### src/sv/kls_pkg.sv
package kls_pkg;

  localparam int MAX_WORD  = 16;
  localparam int LEN_W     = $clog2(MAX_WORD + 1);
  localparam int IDX_W     = $clog2(MAX_WORD);
  localparam int CMD_DEPTH = 4;
  localparam int PTR_W     = $clog2(CMD_DEPTH);
  localparam int CNT_W     = $clog2(CMD_DEPTH + 1);
  localparam int NUM_KW    = 6;
  localparam int KW_MAXLEN = 5;

  typedef logic [4:0] kind_t;
  typedef logic [7:0] char_t;
  typedef logic [LEN_W-1:0] len_t;

  localparam kind_t KIND_VAR    = 5'd0;
  localparam kind_t KIND_INT    = 5'd1;
  localparam kind_t KIND_KW0    = 5'd2;
  localparam kind_t KIND_SEMI   = 5'd8;
  localparam kind_t KIND_ASSIGN = 5'd9;
  localparam kind_t KIND_PLUS   = 5'd10;
  localparam kind_t KIND_MINUS  = 5'd11;
  localparam kind_t KIND_DIV    = 5'd12;
  localparam kind_t KIND_MUL    = 5'd13;
  localparam kind_t KIND_LT     = 5'd14;
  localparam kind_t KIND_GT     = 5'd15;
  localparam kind_t KIND_LPAREN = 5'd16;
  localparam kind_t KIND_RPAREN = 5'd17;
  localparam kind_t KIND_ERR    = 5'd18;

  // Keywords in priority order: if, fi, then, while, do, done.
  localparam char_t KW_TEXT [NUM_KW][KW_MAXLEN] = '{
    '{"i", "f", 8'd0, 8'd0, 8'd0},
    '{"f", "i", 8'd0, 8'd0, 8'd0},
    '{"t", "h", "e", "n", 8'd0},
    '{"w", "h", "i", "l", "e"},
    '{"d", "o", 8'd0, 8'd0, 8'd0},
    '{"d", "o", "n", "e", 8'd0}
  };
  localparam len_t KW_LEN [NUM_KW] = '{
    LEN_W'(2), LEN_W'(2), LEN_W'(4), LEN_W'(5), LEN_W'(2), LEN_W'(4)
  };

  // One command from the classifier to the emitter.
  typedef struct packed {
    logic  append;
    logic  flush;
    logic  drop;
    logic  single;
    kind_t flush_kind;
    kind_t single_kind;
    char_t ch;
  } cmd_t;

  function automatic logic is_alpha(input char_t c);
    return (c >= "A" && c <= "Z") || (c >= "a" && c <= "z");
  endfunction

  function automatic logic is_digit(input char_t c);
    return c >= "0" && c <= "9";
  endfunction

  function automatic logic is_space(input char_t c);
    return c inside {8'd32, [8'd9:8'd13]};
  endfunction

  function automatic kind_t delim_kind(input char_t c);
    kind_t k;
    case (c)
      ";":     k = KIND_SEMI;
      "=":     k = KIND_ASSIGN;
      "+":     k = KIND_PLUS;
      "-":     k = KIND_MINUS;
      "/":     k = KIND_DIV;
      "*":     k = KIND_MUL;
      "<":     k = KIND_LT;
      ">":     k = KIND_GT;
      "(":     k = KIND_LPAREN;
      ")":     k = KIND_RPAREN;
      default: k = KIND_ERR;
    endcase
    return k;
  endfunction

  function automatic char_t kw_char(input int k, input len_t p);
    char_t c;
    c = 8'd0;
    if (p < LEN_W'(KW_MAXLEN)) begin
      c = KW_TEXT[k][p[2:0]];
    end
    return c;
  endfunction

endpackage

### src/sv/kls_fifo.sv
module kls_fifo (
  input  logic          clk,
  input  logic          rst,
  input  logic          wr_en,
  input  kls_pkg::cmd_t wr_data,
  output logic          full,
  input  logic          rd_en,
  output kls_pkg::cmd_t rd_data,
  output logic          empty
);

  kls_pkg::cmd_t                 mem [kls_pkg::CMD_DEPTH];
  logic [kls_pkg::PTR_W-1:0]     wr_ptr;
  logic [kls_pkg::PTR_W-1:0]     rd_ptr;
  logic [kls_pkg::CNT_W-1:0]     count;

  assign full    = count == kls_pkg::CNT_W'(kls_pkg::CMD_DEPTH);
  assign empty   = count == '0;
  assign rd_data = mem[rd_ptr];

  always_ff @(posedge clk) begin
    if (wr_en) begin
      mem[wr_ptr] <= wr_data;
    end
  end

  // The depth is a power of two, so the pointers simply wrap.
  always_ff @(posedge clk) begin
    if (rst) begin
      wr_ptr <= '0;
      rd_ptr <= '0;
      count  <= '0;
    end else begin
      if (wr_en) begin
        wr_ptr <= wr_ptr + kls_pkg::PTR_W'(1);
      end
      if (rd_en) begin
        rd_ptr <= rd_ptr + kls_pkg::PTR_W'(1);
      end
      if (wr_en && !rd_en) begin
        count <= count + kls_pkg::CNT_W'(1);
      end else if (rd_en && !wr_en) begin
        count <= count - kls_pkg::CNT_W'(1);
      end
    end
  end

endmodule

### src/sv/kls_front.sv
module kls_front (
  input  logic          clk,
  input  logic          rst,
  input  logic          push,
  input  logic [7:0]    in_char,
  input  logic          end_of_text,
  input  logic          q_full,
  output logic          cmd_valid,
  output kls_pkg::cmd_t cmd
);

  typedef enum logic [1:0] {M_IDLE, M_WORD, M_NUM, M_SKIP} mode_t;

  mode_t                      mode, mode_next;
  kls_pkg::len_t              len, len_next;
  logic [kls_pkg::NUM_KW-1:0] match, match_next;
  logic                       accept;
  logic                       alpha, digit, space;
  kls_pkg::kind_t             word_kind, run_kind;

  assign accept = push && !q_full;
  assign alpha  = kls_pkg::is_alpha(in_char);
  assign digit  = kls_pkg::is_digit(in_char);
  assign space  = kls_pkg::is_space(in_char);

  // Keyword matching is tracked one character at a time, so only the length
  // check remains when the word ends. The lowest keyword index wins.
  always_comb begin
    word_kind = kls_pkg::KIND_VAR;
    for (int k = kls_pkg::NUM_KW - 1; k >= 0; k--) begin
      if (match[k] && len == kls_pkg::KW_LEN[k]) begin
        word_kind = kls_pkg::KIND_KW0 + kls_pkg::kind_t'(k);
      end
    end
    run_kind = (mode == M_WORD) ? word_kind : kls_pkg::KIND_INT;
  end

  always_comb begin
    cmd             = '0;
    cmd.ch          = in_char;
    cmd.flush_kind  = run_kind;
    cmd.single_kind = kls_pkg::delim_kind(in_char);
    mode_next       = mode;
    len_next        = len;
    match_next      = match;
    if (end_of_text) begin
      cmd.flush = (mode == M_WORD || mode == M_NUM) && len != '0;
      mode_next = M_IDLE;
      len_next  = '0;
    end else begin
      case (mode)
        M_WORD, M_NUM: begin
          if (digit || (mode == M_WORD && alpha)) begin
            if (len < kls_pkg::LEN_W'(kls_pkg::MAX_WORD)) begin
              cmd.append = 1'b1;
              len_next   = len + kls_pkg::LEN_W'(1);
              for (int k = 0; k < kls_pkg::NUM_KW; k++) begin
                match_next[k] = match[k] && len < kls_pkg::KW_LEN[k] &&
                                in_char == kls_pkg::kw_char(k, len);
              end
            end else begin
              cmd.drop        = 1'b1;
              cmd.single      = 1'b1;
              cmd.single_kind = kls_pkg::KIND_ERR;
              mode_next       = M_SKIP;
              len_next        = '0;
            end
          end else if (alpha) begin
            // A letter straight after a number.
            cmd.drop        = 1'b1;
            cmd.single      = 1'b1;
            cmd.single_kind = kls_pkg::KIND_ERR;
            mode_next       = M_SKIP;
            len_next        = '0;
          end else begin
            cmd.flush  = 1'b1;
            cmd.single = !space;
            mode_next  = M_IDLE;
            len_next   = '0;
          end
        end
        M_SKIP: begin
          if (!(alpha || digit)) begin
            cmd.single = !space;
            mode_next  = M_IDLE;
          end
        end
        default: begin
          if (alpha || digit) begin
            cmd.append = 1'b1;
            mode_next  = alpha ? M_WORD : M_NUM;
            len_next   = kls_pkg::LEN_W'(1);
            for (int k = 0; k < kls_pkg::NUM_KW; k++) begin
              match_next[k] = in_char == kls_pkg::kw_char(k, '0);
            end
          end else begin
            cmd.single = !space;
          end
        end
      endcase
    end
    cmd_valid = accept && (cmd.append || cmd.flush || cmd.drop || cmd.single);
  end

  always_ff @(posedge clk) begin
    if (rst) begin
      mode  <= M_IDLE;
      len   <= '0;
      match <= '0;
    end else if (accept) begin
      mode  <= mode_next;
      len   <= len_next;
      match <= match_next;
    end
  end

endmodule

### src/sv/kls_back.sv
module kls_back (
  input  logic          clk,
  input  logic          rst,
  input  logic          q_empty,
  input  kls_pkg::cmd_t cmd,
  output logic          q_pop,
  input  logic          pop,
  output logic          empty,
  output logic [4:0]    token_kind,
  output logic [7:0]    token_char,
  output logic          token_last
);

  typedef enum logic [1:0] {B_IDLE, B_EMIT, B_SINGLE} state_t;

  state_t                    state;
  kls_pkg::char_t            word_buf [kls_pkg::MAX_WORD];
  kls_pkg::len_t             wlen;
  logic [kls_pkg::IDX_W-1:0] idx;
  kls_pkg::kind_t            fkind;
  kls_pkg::kind_t            skind;
  kls_pkg::char_t            sch;
  logic                      pend_single;
  logic                      out_valid;
  logic                      load;
  logic                      emit_now;
  logic                      last_char;

  assign load      = !out_valid || pop;
  assign emit_now  = load && (state == B_EMIT || state == B_SINGLE);
  assign q_pop     = state == B_IDLE && !q_empty;
  assign empty     = !out_valid;
  assign last_char = (kls_pkg::LEN_W'(idx) + kls_pkg::LEN_W'(1)) == wlen;

  // The classifier never appends to a full buffer.
  always_ff @(posedge clk) begin
    if (q_pop && cmd.append) begin
      word_buf[wlen[kls_pkg::IDX_W-1:0]] <= cmd.ch;
    end
  end

  always_ff @(posedge clk) begin
    if (rst) begin
      state     <= B_IDLE;
      wlen      <= '0;
      idx       <= '0;
      out_valid <= 1'b0;
    end else begin
      if (emit_now) begin
        out_valid <= 1'b1;
      end else if (pop) begin
        out_valid <= 1'b0;
      end
      case (state)
        B_IDLE: begin
          if (q_pop) begin
            fkind       <= cmd.flush_kind;
            skind       <= cmd.single_kind;
            sch         <= cmd.ch;
            pend_single <= cmd.single;
            idx         <= '0;
            if (cmd.append) begin
              wlen <= wlen + kls_pkg::LEN_W'(1);
            end else if (cmd.drop) begin
              wlen <= '0;
            end
            if (cmd.flush && wlen != '0) begin
              state <= B_EMIT;
            end else if (cmd.single) begin
              state <= B_SINGLE;
            end
          end
        end
        B_EMIT: begin
          if (load) begin
            token_kind <= fkind;
            token_char <= word_buf[idx];
            token_last <= last_char;
            idx        <= idx + kls_pkg::IDX_W'(1);
            if (last_char) begin
              wlen  <= '0;
              state <= pend_single ? B_SINGLE : B_IDLE;
            end
          end
        end
        B_SINGLE: begin
          if (load) begin
            token_kind <= skind;
            token_char <= sch;
            token_last <= 1'b1;
            state      <= B_IDLE;
          end
        end
        default: begin
          state <= B_IDLE;
        end
      endcase
    end
  end

endmodule

### src/sv/keyword_lexer_stream.sv
// Path: an item's command is written to the command queue, taken by the emitter
// in its idle state, then registered on the output from its emit or single state.
// Throughput: one character per cycle while the four-entry command queue has
// room; the emitter emits all of a command's output before it takes the next.
// Reset: synchronous rst clears the lexer mode, counts, queue and output valid;
// the word buffer contents are not cleared.
module keyword_lexer_stream (
  input  logic       clk,
  input  logic       rst,
  input  logic       push,
  output logic       full,
  input  logic [7:0] in_char,
  input  logic       end_of_text,
  output logic       empty,
  input  logic       pop,
  output logic [4:0] token_kind,
  output logic [7:0] token_char,
  output logic       token_last
);

  kls_pkg::cmd_t wr_cmd;
  kls_pkg::cmd_t rd_cmd;
  logic          wr_en;
  logic          q_full;
  logic          q_empty;
  logic          q_pop;

  assign full = q_full;

  kls_front u_front (
    .clk         (clk),
    .rst         (rst),
    .push        (push),
    .in_char     (in_char),
    .end_of_text (end_of_text),
    .q_full      (q_full),
    .cmd_valid   (wr_en),
    .cmd         (wr_cmd)
  );

  kls_fifo u_fifo (
    .clk     (clk),
    .rst     (rst),
    .wr_en   (wr_en),
    .wr_data (wr_cmd),
    .full    (q_full),
    .rd_en   (q_pop),
    .rd_data (rd_cmd),
    .empty   (q_empty)
  );

  kls_back u_back (
    .clk        (clk),
    .rst        (rst),
    .q_empty    (q_empty),
    .cmd        (rd_cmd),
    .q_pop      (q_pop),
    .pop        (pop),
    .empty      (empty),
    .token_kind (token_kind),
    .token_char (token_char),
    .token_last (token_last)
  );

endmodule

### config.mk
export PLATFORM = sky130hd
export DESIGN_NAME = keyword_lexer_stream
export DESIGN_NICKNAME = d
export VERILOG_FILES = /design/src/sv/kls_pkg.sv /design/src/sv/kls_fifo.sv /design/src/sv/kls_front.sv /design/src/sv/kls_back.sv /design/src/sv/keyword_lexer_stream.sv
export SDC_FILE = /design/constraint.sdc
export NUM_CORES = 1
export LEC_CHECK = 0
export ABC_AREA = 1
export ABC_CLOCK_PERIOD_IN_PS = 2900
export BUFFER_PORTS_ARGS = -buffer_cell sky130_fd_sc_hd__buf_2
export CAP_MARGIN = 20
export CORE_MARGIN = 1
export CORE_UTILIZATION = 55
export CTS_CLUSTER_SIZE = 12
export DETAILED_ROUTE_END_ITERATION = 7
export GPL_TIMING_DRIVEN = 0
export MAX_ROUTING_LAYER = met4
export PLACE_DENSITY = 0.74
export SYNTH_ARGS = -nofsm -noshare
export SYNTH_HDL_FRONTEND = slang
export SYNTH_SLANG_ARGS = --single-unit
### constraint.sdc
create_clock -name clk -period 2.9 [get_ports clk]
set_input_delay 0.145 -clock clk [delete_from_list [all_inputs] [get_ports clk]]
set_output_delay 0.145 -clock clk [all_outputs]
set_load 0.01 [all_outputs]
# == Word-level counts from Yosys, hierarchy flattened ==
# Memory sizes are Yosys's and may differ from the RTL's. A register that Yosys moved wholly into a read port is not among the register bits.
# Cells that the tools add are included.
# totals
ff_bits,65
latch_bits,0
word_cells,303
ramBits,208
input_bits,13
mem_bits_ro,384
mem_count,8
# mem_list
name,depth,width,rd,rd_clocked_by_memory_dff,wr,line_no,rtl
u_back.word_buf,16,8,1,1,1,kls_back.sv:17,kls_pkg::char_t word_buf [kls_pkg::MAX_WORD];
u_fifo.mem,4,20,1,1,1,kls_fifo.sv:12,kls_pkg::cmd_t mem [kls_pkg::CMD_DEPTH];
(name not given),8,8,1,0,0,kls_pkg.sv:89,c = KW_TEXT[k][p[2:0]];
(name not given),8,8,1,0,0,kls_pkg.sv:89,
(name not given),8,8,1,0,0,kls_pkg.sv:89,
(name not given),8,8,1,0,0,kls_pkg.sv:89,
+2 memories,-,-,-,-,-,-,
# op_classes
shifts,0
multipliers,0
n_addsub,8
reduce_logical,69
eq_ne,43
order_cmp,13
bitwise_logic,4
mux,141
div,0
# op_table
op,n
two-way mux 8 bit,59
"equality test 8 x 6 -> 1 bit, second input constant",11
equality test 8 bit,11
two-way mux 5 bit,16
one-hot mux 5 bit (10 select lines),1
two-way mux 2 bit,20
logical AND 1 bit,32
one-hot mux 5 bit (2 select lines),3
two-way mux 3 bit,9
two-way mux 1 bit,19
two-way mux 6 bit,3
">= comparator 8 x 7 -> 1 bit, second input constant",2
"<= comparator 8 x 7 -> 1 bit, second input constant",2
two-way mux 4 bit,4
one-hot mux 8 bit (2 select lines),1
"inequality test 2 x 1 -> 1 bit, second input constant",6
one-hot mux 6 bit (2 select lines),1
nonzero test 2 bit,6
"adder 5 x 1 -> 5 bit, second input constant",2
"equality test 5 x 3 -> 1 bit, second input constant",2
"< comparator 5 x 3 -> 1 bit, second input constant",2
AND reduction 5 bit,2
nonzero test 5 bit,2
logical OR 1 bit,9
37 further kinds,53

# == Depth between registers and ports, before layout ==
# depth
ltp_word,16
ltp_mapped,20
mapped_depth_nobuf,19

# == Hierarchy ==
# A second synthesis with hierarchy kept.
# hier_totals
hier_cells,1245
hier_area_um2,13028.7
# modules_own_cells
module,cells_per_inst,instances,seq_area_each_um2,area_per_inst_um2
kls_back,644,1,5154.9,7304.5
kls_fifo,271,1,2822.7,3739.8
kls_front,330,1,260.2,1984.4

# == Least setup slack after synthesis ==
# No wires, ideal clock.
# synth_timing
path_type,register -> register
startpoint,register u_front.mode[0]
endpoint,"memory u_fifo.mem[0][0] (netlist name), enable pin"
n_path_buf,0
setup_time_ns,0.397
period_less_slack_ns,2.773
t_arrival_ns,2.377
slack_ns,0.127
required_ns,2.503
stages_incl_launch_ff,11
cell_sequence,dfxtp_1 -> inv_1 -> ha_1 -> inv_1 -> nor2_1 -> nand3_1 -> nand2_1 -> nor2_2 -> nand3_2 -> nand2_2 -> nor2_1
# synth_lines
item,line_no,rtl
start: declaration,kls_front.sv:14,"mode_t mode, mode_next;"
start signal: assignment,kls_front.sv:111,mode <= mode_next;
end: declaration,kls_fifo.sv:12,

# == Worst setup path after layout ==
# layout_timing
startpoint,register u_back.state[0]
endpoint,"memory u_back.word_buf[3][0] (netlist name), enable pin"
# layout_via
elab_chain_len,5
# layout_lines
item,line_no,rtl
start: declaration,kls_back.sv:16,state_t state;
start signal: assignment,kls_back.sv:82,state <= pend_single ? B_SINGLE : B_IDLE;
zero test 2 bit,kls_back.sv:31,assign q_pop = state == B_IDLE && !q_empty;
logical AND 1 bit,kls_back.sv:31,
logical AND 1 bit,kls_back.sv:37,if (q_pop && cmd.append) begin
two-way mux 1 bit,kls_back.sv:37,
two-way mux 1 bit (not written as such),kls_back.sv:38,word_buf[wlen[kls_pkg::IDX_W-1:0]] <= cmd.ch;
end: declaration,kls_back.sv:17,
# Every way passes these cells.

==> impl_metrics.csv <==
group,metric,value,unit
synth,synth.most_common_cell,"edfxtp_1",
finish,syn_to_final_growth,14.1,%
setup_path,required,3050,ps
synth,seq_area_frac_synth,65.6,%
setup_path,cp_max_fo,8,
grt,overflow,0,
finish,postLayoutCoreUtil,64.9,%
timing,hold_viol,0,
clock_tree,cts_buffers,28,
setup_path,worst-r2r-setup-slack,-20,ps
route,via_per_inst,5.92,
synth,netlist_area,12100,um2
synth,yosysWarnings,0,
die,die_x,150,um
timing,max_freq,343,MHz
clock_tree,cts.sinks,277,
grt,grt_util_all_layers,26.9,%
synth,syn_inst,1091,
finish,drive_gt1_share,13.5,%
route,drtIter0Drc,882,
clock_tree,htreeDepth,1,
die,core_area,21300,um2
route,ant_nets,0,
synth,synth_edf_count,239,
timing,slew_viol_final,0,
pwr,power_density,860,nW/um2
synth,synth.area.top_cells,"edfxtp_1, dfxtp_1, nor2_1",
hold_path,whs_path_depth,5,
run_status,failed_checks,"negative setup slack",
finish,fill_cells,1628,
setup_path,cp_top_family,"simple AND/OR/NAND/NOR gates",
place,gp_congestion,0.921,
setup_path,end_kind,"register",
timing,rsz0062_at_grt,"yes",
clock_tree,clock_latency,560,ps
grt,antenna_found_initial,0,
finish,num_antenna_cells,0,
setup_path,cp_slowest_cell,"nor2_1",
die,die_h,150,um
timing,finalClockSkew,30.6,ps
synth,ys_ff_latch,277,
timing,slew_headroom,26.3,%
setup_path,crit_chain,"inv_1, ha_1, inv_1, a31oi_1, inv_1, nor2_1, nand2_1, nor2_1",
timing,finalSetupViolCount,1,
synth,synth_top_area_share,59.3,%
grt,grt_max_degree,18,
pwr,peakVddDrop,0.000584,V
place,io_buffers,27,
setup_path,start_kind,"register",
place,post-place-ws,-212,ps
synth,synth_top_cell_by_area,"edfxtp_1",
finish,nets,1215,
grt,grt_pass1_wl,44400,um
route,drc,0,
hold_path,hold_start,"push",
setup_path,timing.rr.start,"u_back.state[0]$_SDFFE_PP0P_",
die,initial_core_util,56.9,%
pwr,leakagePower,4.92,nW
run_status,status,"complete, but fails checks",
clock_tree,clk_pin_slew,60,ps
clock_tree,clock_path_buffers,3,
setup_path,reg2reg_depth,8,
synth,syn_avg_cell_area,11.1,um2
synth,async_reset_ff_share,0,%
route,wl_per_cell,19.4,um
die,rows,53,
clock_tree,cts-root-buf,"clkbuf_16",
setup_path,worstReg2RegEnd,"u_back.word_buf[3][0]$_DFFE_PP_",
clock_tree,cts_tree,"done",
setup_path,slowest_delay,850,ps
run,maxCapViolations,0,
timing,fin_crit_sh,101,%
timing,setup_slack,-15.1,ps
route,first_pass_iters,7,
place,hpwl,19300,um
synth,synth_commonest_cells,"edfxtp_1, nor2_1, o21ai_0",
setup_path,cp_num_buf_inv,3,
synth,synth_nets,1128,
synth,synth_cell_types,46,
die,fp.dieArea,22600,um2
hold_path,whs_endpoint,"u_fifo.wr_ptr[0]$_SDFFE_PP0P_",
timing,worst_pin_slew,1100,ps
setup_path,cp_common_cell,"inv_1",
route,wirelength,28500,um
hold_path,hp-class,"in2reg",
setup_path,arrival,3070,ps
timing,fin_crit,2920,ps
die,io_pins,29,
setup_path,critPathKind,"reg2reg",
grt,grt_pass1_vias,8064,
synth,synth_ff_type,"edfxtp_1",
route,vias,8678,
layout make-up:
| class | instances | area (um2) | share of cell area, % |
|---|---|---|---|
| repair buffers | 57 | 424 | 3.07 |
| plain buffers | 48 | 215 | 1.56 |
| flip-flops and latches | 277 | 7940 | 57.5 |
| multi-input cells | 689 | 3760 | 27.2 |
| clock inverters | 8 | 83.8 | 0.607 |
| clock buffers | 34 | 743 | 5.38 |
| well taps | 275 | 344 | 2.49 |
| inverters | 77 | 302 | 2.18 |
where the power goes:
part           internal, W  switching, W
clock network      0.00188       0.00143
logic             0.000928       0.00226
registers          0.00520      0.000174
placed cells by master (no fill, tap or decap), types with 7 or more instances in the layout:
cell type	netlist	routed
nand3_1	57	57
o221ai_1	27	27
xor2_1	14	14
o21ai_0	128	126
nor3_1	15	14
nand2_1	106	105
inv_1	68	65
a21oi_1	33	33
ha_1	23	21
clkbuf_1	37	41
buf_4	1	14
nand2_2	8	8
dlygate4sd3_1	0	9
nand4_1	10	10
o21ai_1	5	7
o22ai_1	24	22
a31oi_1	12	12
dfxtp_1	38	36
nor2_1	185	167
clkbuf_16	0	28
nor2_2	3	19
buf_2	8	34
inv_2	7	8
edfxtp_1	239	239
registers in the layout, summed over array words and instances, names as in the netlist, named ones only:
register            cells
u_back.wlen             5
u_back.sch              8
u_back.skind            5
u_back.fkind            3
u_back.word_buf       128
u_back.token_kind       5
u_fifo.mem             80
u_back.out_valid        1
u_front.mode            2
u_fifo.wr_ptr           2
u_back.idx              4
u_back.pend_single      1
u_back.token_char       8
u_back.token_last       1
u_front.len             5
u_back.state            2
u_fifo.count            3
u_fifo.rd_ptr           2
u_front.match           6
worst register-to-register path: cells and delay by family (launching register included):
family          cells  cell delay [ps]
flops               1              330
compound gates      1              320
buf+inv             3              340
simple gates        3             1300
fa+ha+maj           1              250
repair_timing:
item                                   4_1_cts  5_1_grt
setup buffers                                0        8
setup endpoints to repair                    2      121
endpoints found under the hold margin       33        0
hold buffers                                 9        0
gates resized for setup                      5       25
cloned                                       0        0
pin swaps                                    0        3
per-stage QoR:
| stage | hold WS [ps] | area (um2) | setup TNS, ps | cells | total power [W] |
|---|---|---|---|---|---|
| finish | 87.8 | 13800 | -15.1 | 1465 | 0.0119 |
| global route | 143 | 13800 | -4640 | 1465 | 0.0124 |
| CTS | 67.2 | 13700 | 0 | 1456 | 0.0118 |
| detailed placement | 422 | 12700 | -214 | 1405 | 0.00850 |
| global placement | 428 | 12600 | -59010 | 1393 | 0.00830 |
| floorplan | 244 | 12100 | 0 | 1091 | 0.00738 |
worst max path at each step:
stage / startpoint / slack (ps) / cells after the start / to
after floorplan: u_front.mode[0]$_SDFFE_PP0P_ / 130 / 10 / u_fifo.mem[0][0]$_DFFE_PP_
after global placement: u_front.mode[0]$_SDFFE_PP0P_ / -800 / 10 / u_fifo.mem[3][10]$_DFFE_PP_
after detailed placement: u_front.mode[0]$_SDFFE_PP0P_ / -210 / 17 / u_fifo.count[2]$_SDFFE_PP0P_
after CTS: u_back.state[0]$_SDFFE_PP0P_ / 8 / 8 / u_back.word_buf[8][1]$_DFFE_PP_
after global routing: u_back.state[1]$_SDFFE_PP0P_ / -260 / 8 / u_back.word_buf[3][0]$_DFFE_PP_
final: u_back.state[0]$_SDFFE_PP0P_ / -20 / 8 / u_back.word_buf[3][0]$_DFFE_PP_
per-layer routing:
layer | vias to the layer above | track usage, % | share of wire, %
met5 | - | - | 0
met4 | 0 | 8.48 | 2.8
met3 | 64 | 4.27 | 8.5
met2 | 414 | 39.5 | 46
met1 | 4132 | 38.5 | 43
li1 | 4068 | - | -
kinds of logic after synthesis:
| family | count (synthesis) | share of synthesized area [%] |
|---|---|---|
| flip-flops | 277 | 65.6 |
| XOR/XNOR | 15 | 1.09 |
| AO/OA/AOI/OAI | 246 | 11.9 |
| buffers and inverters | 125 | 4.16 |
| adder cells (fa/ha/maj) | 24 | 2.54 |
| AND/OR/NAND/NOR | 404 | 14.7 |
(Power assumes the default switching activity.)
